<file path="config.mk">
export PLATFORM = sky130hd
export DESIGN_NAME = bounded_unique_set
export DESIGN_NICKNAME = d
export VERILOG_FILES = /design/src/sv/bus_pkg.sv /design/src/sv/bus_ram.sv /design/src/sv/bus_ctrl.sv /design/src/sv/bus_dp.sv /design/src/sv/bounded_unique_set.sv
export SDC_FILE = /design/constraint.sdc
export NUM_CORES = 2
export LEC_CHECK = 0
export BUFFER_PORTS_ARGS = -buffer_cell sky130_fd_sc_hd__buf_2
export CAP_MARGIN = 10
export CORE_AREA = 10 10 646 648
export DETAILED_ROUTE_END_ITERATION = 8
export DIE_AREA = 0 0 656 658
export GPL_ROUTABILITY_DRIVEN = 1
export PLACE_DENSITY = 0.56
export SYNTH_ARGS = -nofsm -noshare
export SYNTH_HDL_FRONTEND = slang
export SYNTH_HIERARCHICAL = 1
export SYNTH_SLANG_ARGS = --single-unit
</file>
<file path="constraint.sdc">
create_clock -name clk -period 7.6 [get_ports clk]
set_clock_uncertainty 0.05 [all_clocks]
set_input_delay 0.76 -clock clk [delete_from_list [all_inputs] [get_ports clk]]
set_output_delay 0.76 -clock clk [all_outputs]
set_load 0.02 [all_outputs]
</file>
<file path="src/sv/bus_pkg.sv">
`default_nettype none

package bus_pkg;

  // Field widths
  localparam int KEY_W = 32;
  localparam int CNT_W = 8;
  localparam int ST_W  = 2;

  // Request kinds carried on in_tuser
  localparam logic REQ_ADD    = 1'b0;
  localparam logic REQ_REMOVE = 1'b1;

  // Result status codes
  localparam logic [ST_W-1:0] ST_OK       = 2'd0;
  localparam logic [ST_W-1:0] ST_FULL     = 2'd1;
  localparam logic [ST_W-1:0] ST_DUP      = 2'd2;
  localparam logic [ST_W-1:0] ST_NOTFOUND = 2'd3;

  // Controller states
  typedef enum logic [1:0] {
    S_IDLE,
    S_SCAN,
    S_COMMIT
  } state_t;

  // Controller to datapath
  typedef struct packed {
    logic load;    // latch request, restart scan
    logic scan;    // step the key scan / compaction
    logic commit;  // update count, write key, load result
  } cmd_t;

  // Datapath to controller
  typedef struct packed {
    logic scan_done;  // all held entries compared, no read in flight
    logic full_add;   // add request with count at or above the limit
    logic out_busy;   // result register holds an untaken result
  } sts_t;

endpackage

`default_nettype wire

</file>
<file path="src/sv/bus_ram.sv">
`default_nettype none

module bus_ram #(
  parameter int WIDTH = 32,
  parameter int DEPTH = 128,
  parameter int AW    = (DEPTH > 1) ? $clog2(DEPTH) : 1
) (
  input  wire logic             clk,
  input  wire logic             we,
  input  wire logic [AW-1:0]    waddr,
  input  wire logic [WIDTH-1:0] wdata,
  input  wire logic [AW-1:0]    raddr,
  output logic      [WIDTH-1:0] rdata
);

  logic [WIDTH-1:0] mem [DEPTH];
  logic [WIDTH-1:0] rdata_r;

  // One write port, one registered read port
  always_ff @(posedge clk) begin
    if (we) begin
      mem[waddr] <= wdata;
    end
    rdata_r <= mem[raddr];
  end

  assign rdata = rdata_r;

endmodule

`default_nettype wire

</file>
<file path="src/sv/bus_ctrl.sv">
`default_nettype none

module bus_ctrl
  import bus_pkg::*;
(
  input  wire logic clk,
  input  wire logic rst_n,
  input  wire logic in_valid,
  output logic      in_ready,
  input  wire sts_t sts,
  output cmd_t      cmd
);

  state_t state_r;
  state_t state_nxt;

  // State register
  always_ff @(posedge clk) begin
    if (!rst_n) begin
      state_r <= S_IDLE;
    end else begin
      state_r <= state_nxt;
    end
  end

  // Next state
  always_comb begin
    state_nxt = state_r;
    case (state_r)
      S_IDLE: begin
        if (in_valid) state_nxt = S_SCAN;
      end
      S_SCAN: begin
        if (sts.full_add || sts.scan_done) state_nxt = S_COMMIT;
      end
      S_COMMIT: begin
        if (!sts.out_busy) state_nxt = S_IDLE;
      end
      default: state_nxt = S_IDLE;
    endcase
  end

  // Outputs
  always_comb begin
    in_ready   = 1'b0;
    cmd        = '0;
    case (state_r)
      S_IDLE: begin
        in_ready = 1'b1;
        cmd.load = in_valid;
      end
      S_SCAN: begin
        cmd.scan = !sts.full_add;
      end
      S_COMMIT: begin
        cmd.commit = !sts.out_busy;
      end
      default: begin
        in_ready = 1'b0;
      end
    endcase
  end

endmodule

`default_nettype wire

</file>
<file path="src/sv/bus_dp.sv">
`default_nettype none

module bus_dp
  import bus_pkg::*;
#(
  parameter int ENTRIES = 128
) (
  input  wire logic             clk,
  input  wire logic             rst_n,
  input  wire logic             cfg_wr_en,
  input  wire logic [CNT_W-1:0] cfg_wr_data,
  input  wire logic             req_type,
  input  wire logic [KEY_W-1:0] req_key,
  input  wire cmd_t             cmd,
  output sts_t                  sts,
  output logic                  out_valid,
  input  wire logic             out_ready,
  output logic [ST_W-1:0]       out_status,
  output logic [CNT_W-1:0]      out_count
);

  localparam int AW      = (ENTRIES > 1) ? $clog2(ENTRIES) : 1;
  localparam int CAP_MAX = (ENTRIES > 255) ? 255 : ENTRIES;

  logic [CNT_W-1:0] capacity_r;
  logic [CNT_W-1:0] held_count_r;
  logic             type_r;
  logic [KEY_W-1:0] key_r;
  logic [CNT_W-1:0] idx_r;
  logic             rd_vld_r;
  logic [CNT_W-1:0] rd_idx_r;
  logic             found_r;
  logic             out_valid_r;
  logic [ST_W-1:0]  out_status_r;
  logic [CNT_W-1:0] out_count_r;

  logic [CNT_W-1:0] limit;
  logic             issue;
  logic             hit;
  logic             shift_we;
  logic             add_ok;
  logic             rem_ok;
  logic             ram_we;
  logic [AW-1:0]    ram_waddr;
  logic [KEY_W-1:0] ram_wdata;
  logic [KEY_W-1:0] ram_rdata;
  logic [ST_W-1:0]  res_status;

  // Effective capacity: register value clipped to the store depth, or to 255 if that is smaller
  assign limit = (capacity_r > CNT_W'(CAP_MAX)) ? CNT_W'(CAP_MAX) : capacity_r;

  // Scan control: one read per cycle, compared in the cycle after it is issued
  assign issue    = cmd.scan && (idx_r < held_count_r);
  assign hit      = rd_vld_r && (ram_rdata == key_r);
  // On a remove, once the key is found, every later entry moves down one slot
  assign shift_we = cmd.scan && rd_vld_r && found_r && (type_r == REQ_REMOVE);

  assign add_ok = cmd.commit && (type_r == REQ_ADD) && !sts.full_add && !found_r;
  assign rem_ok = cmd.commit && (type_r == REQ_REMOVE) && found_r;

  // Result status
  always_comb begin
    if (type_r == REQ_ADD) begin
      if (held_count_r >= limit) res_status = ST_FULL;
      else if (found_r)          res_status = ST_DUP;
      else                       res_status = ST_OK;
    end else begin
      res_status = found_r ? ST_OK : ST_NOTFOUND;
    end
  end

  // Key store write port
  assign ram_we    = shift_we || add_ok;
  assign ram_waddr = add_ok ? AW'(held_count_r) : AW'(rd_idx_r - CNT_W'(1));
  assign ram_wdata = add_ok ? key_r : ram_rdata;

  bus_ram #(
    .WIDTH (KEY_W),
    .DEPTH (ENTRIES),
    .AW    (AW)
  ) u_ram (
    .clk   (clk),
    .we    (ram_we),
    .waddr (ram_waddr),
    .wdata (ram_wdata),
    .raddr (AW'(idx_r)),
    .rdata (ram_rdata)
  );

  // Capacity register
  always_ff @(posedge clk) begin
    if (!rst_n) begin
      capacity_r <= '0;
    end else if (cfg_wr_en) begin
      capacity_r <= cfg_wr_data;
    end
  end

  // Request latch
  always_ff @(posedge clk) begin
    if (cmd.load) begin
      type_r <= req_type;
      key_r  <= req_key;
    end
  end

  // Scan pointer, read tracking and match flag
  always_ff @(posedge clk) begin
    if (!rst_n) begin
      idx_r    <= '0;
      rd_vld_r <= 1'b0;
      rd_idx_r <= '0;
      found_r  <= 1'b0;
    end else if (cmd.load) begin
      idx_r    <= '0;
      rd_vld_r <= 1'b0;
      found_r  <= 1'b0;
    end else if (cmd.scan) begin
      if (issue) idx_r <= idx_r + CNT_W'(1);
      rd_vld_r <= issue;
      rd_idx_r <= idx_r;
      if (hit) found_r <= 1'b1;
    end
  end

  // Held count
  always_ff @(posedge clk) begin
    if (!rst_n) begin
      held_count_r <= '0;
    end else if (add_ok) begin
      held_count_r <= held_count_r + CNT_W'(1);
    end else if (rem_ok) begin
      held_count_r <= held_count_r - CNT_W'(1);
    end
  end

  // Result register
  always_ff @(posedge clk) begin
    if (!rst_n) begin
      out_valid_r <= 1'b0;
    end else if (cmd.commit) begin
      out_valid_r <= 1'b1;
    end else if (out_ready) begin
      out_valid_r <= 1'b0;
    end
  end

  always_ff @(posedge clk) begin
    if (cmd.commit) begin
      out_status_r <= res_status;
      if (add_ok)      out_count_r <= held_count_r + CNT_W'(1);
      else if (rem_ok) out_count_r <= held_count_r - CNT_W'(1);
      else             out_count_r <= held_count_r;
    end
  end

  assign sts.scan_done = (idx_r >= held_count_r) && !rd_vld_r;
  assign sts.full_add  = (type_r == REQ_ADD) && (held_count_r >= limit);
  assign sts.out_busy  = out_valid_r && !out_ready;

  assign out_valid  = out_valid_r;
  assign out_status = out_status_r;
  assign out_count  = out_count_r;

  // Checks
  a_count_bound: assert property (@(posedge clk) disable iff (!rst_n)
    held_count_r <= CNT_W'(CAP_MAX))
    else $error("held count above store depth");

  a_add_inc: assert property (@(posedge clk) disable iff (!rst_n)
    add_ok |=> held_count_r == $past(held_count_r) + CNT_W'(1))
    else $error("accepted add did not bump the count");

  a_commit_idle: assert property (@(posedge clk) disable iff (!rst_n)
    cmd.commit |-> !rd_vld_r && !shift_we)
    else $error("commit while a scan read is in flight");

  a_shift_addr: assert property (@(posedge clk) disable iff (!rst_n)
    shift_we |-> (rd_idx_r != '0) && (rd_idx_r < held_count_r))
    else $error("compaction write outside held entries");

  a_result_taken: assert property (@(posedge clk) disable iff (!rst_n)
    cmd.commit |-> !(out_valid_r && !out_ready))
    else $error("result overwritten before it was taken");

endmodule

`default_nettype wire

</file>
<file path="src/sv/bounded_unique_set.sv">
// Flow: a request runs S_SCAN, then S_COMMIT loads the result behind out_tvalid; the
// scan reads one key RAM entry per cycle (none when the set is empty or an add is full).
// A new request is taken only in S_IDLE, after that load, which waits while a result
// waits for out_tready; remove compaction runs inside the scan pass.
// Reset (rst_n low, synchronous): count and capacity clear to zero, no result pending;
// the key RAM is not cleared, entries at or above the count are never read.
`default_nettype none

module bounded_unique_set
  import bus_pkg::*;
#(
  parameter int ENTRIES = 128
) (
  input  wire logic        clk,
  input  wire logic        rst_n,
  // Config: capacity
  input  wire logic        cfg_wr_en,
  input  wire logic [7:0]  cfg_wr_data,
  // Request channel
  input  wire logic        in_tvalid,
  output logic             in_tready,
  input  wire logic [31:0] in_tdata,   // [31:0] member_key
  input  wire logic        in_tuser,   // [0] req_type
  // Result channel
  output logic             out_tvalid,
  input  wire logic        out_tready,
  output logic [15:0]      out_tdata   // [1:0] status, [9:2] count, [15:10] zero
);

  cmd_t             cmd;
  sts_t             sts;
  logic [ST_W-1:0]  res_status;
  logic [CNT_W-1:0] res_count;

  bus_ctrl u_ctrl (
    .clk      (clk),
    .rst_n    (rst_n),
    .in_valid (in_tvalid),
    .in_ready (in_tready),
    .sts      (sts),
    .cmd      (cmd)
  );

  bus_dp #(
    .ENTRIES (ENTRIES)
  ) u_dp (
    .clk         (clk),
    .rst_n       (rst_n),
    .cfg_wr_en   (cfg_wr_en),
    .cfg_wr_data (cfg_wr_data),
    .req_type    (in_tuser),
    .req_key     (in_tdata),
    .cmd         (cmd),
    .sts         (sts),
    .out_valid   (out_tvalid),
    .out_ready   (out_tready),
    .out_status  (res_status),
    .out_count   (res_count)
  );

  assign out_tdata = {6'd0, res_count, res_status};

endmodule

`default_nettype wire

</file>
Word level (Yosys, flattened, before mapping)
Memory sizes are Yosys's and may differ from the RTL's. A register that Yosys moved wholly into a read port is not among the register bits.
Cells that the tools add are included.
{"block": "op_classes", "add_sub_neg": 4, "magnitude_cmp": 4, "eq_ne": 6, "mux": 21, "bitwise_logic": 3, "reduce_logical": 27}
{"cell": "32-bit == test", "n": 1}
{"cell": "32-bit two-way mux", "n": 1}
{"cell": "8-bit two-way mux", "n": 3}
{"cell": "8-bit by 1-bit adder with 8-bit output, second input constant", "n": 2}
{"cell": "8-bit greater-or-equal comparator", "n": 2}
{"cell": "2-bit two-way mux", "n": 7}
{"cell": "1-bit logical AND", "n": 13}
{"cell": "8-bit > comparator, second input constant", "n": 1}
{"cell": "8-bit < comparator", "n": 1}
{"cell": "1-bit two-way mux", "n": 8}
{"cell": "8-bit by 1-bit subtractor with 8-bit output, second input constant", "n": 1}
{"cell": "7-bit two-way mux", "n": 1}
{"cell": "7-bit by 1-bit subtractor with 7-bit output, second input constant", "n": 1}
{"cell": "2-bit case mux with 3 select lines", "n": 1}
{"cell": "2-bit AND reduction", "n": 3}
{"cell": "1-bit logical NOT", "n": 5}
{"cell": "2-bit inequality test, second input constant", "n": 2}
{"cell": "1-bit NOT", "n": 3}
{"cell": "3-bit AND reduction", "n": 1}
{"cell": "2-bit by 1-bit == test with 1-bit output, second input constant", "n": 1}
{"cell": "2-bit == test, second input constant", "n": 1}
{"cell": "2-bit logical NOT", "n": 1}
{"cell": "1-bit logical OR", "n": 2}
{"cell": "2-bit by 1-bit inequality test with 1-bit output, second input constant", "n": 1}
{"cell": "2 further kinds", "n": 2}
{"block": "totals", "reg_bits": 79, "ram_bits": 4096, "input_bits": 46, "output_inout_bits": 18, "wordCells": 78, "mem_count": 1}
{"name": "u_dp.u_ram.mem", "depth": 128, "width": 32, "read_ports": 1, "rd_clocked_by_memory_dff": 1, "wr": 1, "line": "bus_ram.sv:16", "text": "logic [WIDTH-1:0] mem [DEPTH];"}

Longest topological paths before layout
{"block": "depth", "word_depth": 12, "mapped_depth": 15, "depth_no_buf": 13}

Modules after synthesis
Netlist, hierarchy kept.
{"module": "bus_ram", "n_inst": 1, "cells_per_inst": 5990, "area_per_inst_um2": 156276.1, "seq_area_each_um2": 123638.6}
{"module": "bus_dp", "n_inst": 1, "cells_per_inst": 400, "area_per_inst_um2": 4453.0, "seq_area_each_um2": 1971.9}
{"module": "bus_ctrl", "n_inst": 1, "cells_per_inst": 13, "area_per_inst_um2": 110.1, "seq_area_each_um2": 40.0}
{"module": "bounded_unique_set", "n_inst": 1, "cells_per_inst": 7, "area_per_inst_um2": 48.8, "seq_area_each_um2": 0.0}

Worst setup path before layout
OpenSTA, ideal clock, no wires.
{"block": "synth_path", "path_kind": "input -> register", "from": "in out_tready", "to": "mem u_dp.u_ram.mem[82][0], enable pin", "setup_time_ps": 461, "t_arrival_ps": 6109, "t_required_ps": 7089, "setup_slack_ps": 980, "cell_stages": 10, "cell_sequence": "nor2b_1 nor3b_1 nand2b_4 a2111oi_4 o31ai_4 clkbuf_1 o21ai_0 nor2b_1 nand3_1 nor3_1"}
{"element": "start: declaration", "line": "bounded_unique_set.sv:26", "text": "input wire logic out_tready,"}
{"element": "end: declaration", "line": "bus_ram.sv:16"}

==> reports/qor.yml <==
outcome:
  outcome: "complete, no violations"
setup_path:
  crit_required_ns: 8.13
  critPathLaunchType: "register"
  end_kind: "register"
  criticalPathCategory: "reg2reg"
  reg2reg_slack_ns: 1.10
  arrival_ns: 7.02
  r2r_cells: 10
  cp_max_fo: 32
drt:
  dr.max_layer_used: "met5"
  dr.pass1.iters: 8
  dr.first_iter.drc_count: 9532
  wl_per_cell_um: 33.9
  via_count: 73200
  dr_wl_met3_um: 34400
  detail-route-antenna-nets: 0
  routed_wl_um: 426000
  met2WireLength_um: 196000
  drt-met1-wl_um: 181000
  vias_per_cell: 5.84
  drc: 0
logic_synthesis:
  syn-instance-count: 6410
  synth_seq_cells: 4207
  syn-cell-area_mm2: 0.161
  synth_edf_count: 4139
  ys.flop_type: "edfxtp_1"
  syn_area_per_cell_um2: 25.1
  synth_cell_types: 54
  yosys_warnings: 6
  ys_seq_area_share_pct: 78.1
  synth_async_sr_flop_share_pct: 0
clock_tree:
  clock-root-buffer: "clkbuf_16"
  clock_sinks: 4207
  cts_tree: "done"
  clk_pin_slew_ns: 0.06
  cts_resized: 0
  clock_latency_ns: 0.99
  clockBufferDepth: 4
  cts_made_buffers: 430
  hold_buffers: 2
  postCtsSetupBuffers: 0
  htree_num_levels: 5
die:
  fp.coreArea_mm2: 0.405
  initial_utilization_pct: 39.8
  num_io_pins: 64
  fp.dieArea_mm2: 0.432
  chipWidth_um: 656
  row_count: 234
  fp.dieH_um: 658
sta:
  tightestPinTransition_ns: 1.28
  rsz0062_at_grt: "no"
  timing.final.crit_period_ns: 6.50
  max_slew_margin_pct: 13.9
  setup_tns_ns: 0
  fmax_mhz: 154
  finalMaxSlewViolations: 0
  holdWs_ns: 0.0711
  hold_viol_final: 0
  setup_viol: 0
  fin_crit_sh_pct: 85.5
global_route:
  grt_pass1_vias: 72300
  grt_max_degree: 144
  track_usage_pct: 19.2
  overflow: 0
  grt_pass1_wl_um: 592000
  antenna_found_initial: 57
hold_path:
  hp-class: "in2reg"
  min_path_cells: 1
flow_run:
  drv_cap: 0
place:
  hpwl_um: 260000
  numPortBuffers: 57
  gp_congestion: 0.847
layout:
  synthToLayoutAreaGrowth_pct: 13.7
  nets: 6787
  drive_gt1_share_pct: 33.3
power_and_ir_drop:
  power_leakage_nw: 53.5
  ir_drop_mv: 0.187
  power_density_mw_per_mm2: 256
## final cells by class
class	instances	area, um2
diodes	22	55.1
clock buffers	534	11300
clock inverters	264	2500
fillers	33400	222000
inverters	16	60.1
multi-input cells	1855	34800
flip-flops and latches	4207	126000
well taps	5428	6790
repair buffers	211	1720
## logic make-up (layout without fill, tap and decap cells)
| kind of cell | count (synthesis) | after routing | share of synthesized area, % |
|---|---|---|---|
| buf+inv | 353 | 1025 | 0.936 |
| xor+xnor | 43 | 43 | 0.234 |
| flops | 4207 | 4207 | 78.1 |
| fa+ha+maj | 20 | 20 | 0.156 |
| simple gates | 302 | 302 | 0.838 |
| mux | 1433 | 1433 | 19.5 |
| compound gates | 51 | 51 | 0.243 |
| other cells | 1 | 28 | 0.00233 |
## worst paths after layout
path                                        from                         endpoint
hold reg to reg   u_ctrl/state_r[1]$_SDFFE_PN0P_   u_ctrl/state_r[0]$_SDFFE_PN0P_
hold / removal                       in_tdata[1]          u_dp/key_r[1]$_DFFE_PP_
setup / recovery     u_dp/out_valid$_SDFFE_PN0P_  u_dp/u_ram/mem[38][7]$_DFFE_PP_
setup reg to reg     u_dp/out_valid$_SDFFE_PN0P_  u_dp/u_ram/mem[38][7]$_DFFE_PP_
## layout by cell type, fill, tap and decap left out, types with 42 or more instances in the layout
cell type,count
edfxtp_1,4139
nor2_1,42
clkinv_2,62
dfxtp_1,61
clkbuf_1,96
buf_2,57
mux4_2,1344
buf_4,131
clkinv_1,120
clkbuf_16,436
nand2_1,47
nor2_4,119
## report_power, final
group	internal (W)	switching [W]
clock	0.0118	0.00887
combinational	0.000217	0.000508
sequential	0.0253	0.0000251
## synth_stat cells, drive strengths merged, types with 3 or more instances
| cell type | number | share of area [%] |
|---|---|---|
| a21oi | 20 | 0.065 |
| buf | 147 | 0.46 |
| clkbuf | 190 | 0.44 |
| dfxtp | 68 | 0.85 |
| edfxtp | 4139 | 77 |
| ha | 20 | 0.16 |
| inv | 15 | 0.035 |
| mux2 | 66 | 0.54 |
| mux2i | 23 | 0.14 |
| mux4 | 1344 | 19 |
| nand2 | 50 | 0.12 |
| nand2b | 7 | 0.032 |
| nand3 | 20 | 0.062 |
| nand4 | 16 | 0.062 |
| nor2 | 161 | 0.38 |
| nor2b | 10 | 0.039 |
| nor3 | 13 | 0.040 |
| nor3b | 3 | 0.017 |
| nor4 | 6 | 0.023 |
| o21ai | 9 | 0.028 |
| o31ai | 6 | 0.043 |
| or2 | 4 | 0.016 |
| or3 | 3 | 0.012 |
| or4 | 5 | 0.023 |
| xnor2 | 31 | 0.17 |
| xor2 | 12 | 0.065 |
## metal layers
layer / vias up / track usage [%]
li1: 28600 / -
met1: 40800 / 28.6
met2: 3237 / 29.2
met3: 536 / 3.50
met4: 4 / 5.61
met5: - / 0
## per-stage QoR
step / setup WS (ns) / std cells / util [%] / area, um2 / total power [W]
global route: 0.959 / 12500 / 45.2 / 183000 / 0.0481
global placement: 1.04 / 11700 / 41.8 / 169000 / 0.0265
detailed placement: 0.923 / 11700 / 41.8 / 169000 / 0.0265
CTS: 1.31 / 12500 / 45.2 / 183000 / 0.0472
floorplan: 0.980 / 6415 / - / 161000 / 0.0262
finish: 1.10 / 12500 / 45.2 / 183000 / 0.0467
## flip-flops by register name, indices dropped and copies added (netlist names), 2 cells and up
register	count
u_dp/key_r	32
u_dp/capacity_r	8
u_dp/out_status	2
u_dp/out_count	8
u_ctrl/state_r	2
u_dp/u_ram/mem	4096
u_dp/held_count_r	8
u_dp/u_ram/rdata	32
u_dp/idx_r	8
u_dp/rd_idx_r	7
## worst max-delay path, stage by stage (launching register included)
cell,delay [ns]
dfxtp_1,0.31
nor2b_1,0.18
nor3b_2,0.64
nand2b_4,0.10
a2111oi_4,0.39
o31ai_4,0.26
buf_4,0.35
o21ai_0,1.04
nand3_2,1.18
buf_4,0.54
nor2_4,0.94
Note: power is estimated with default switching activity, not from simulation.
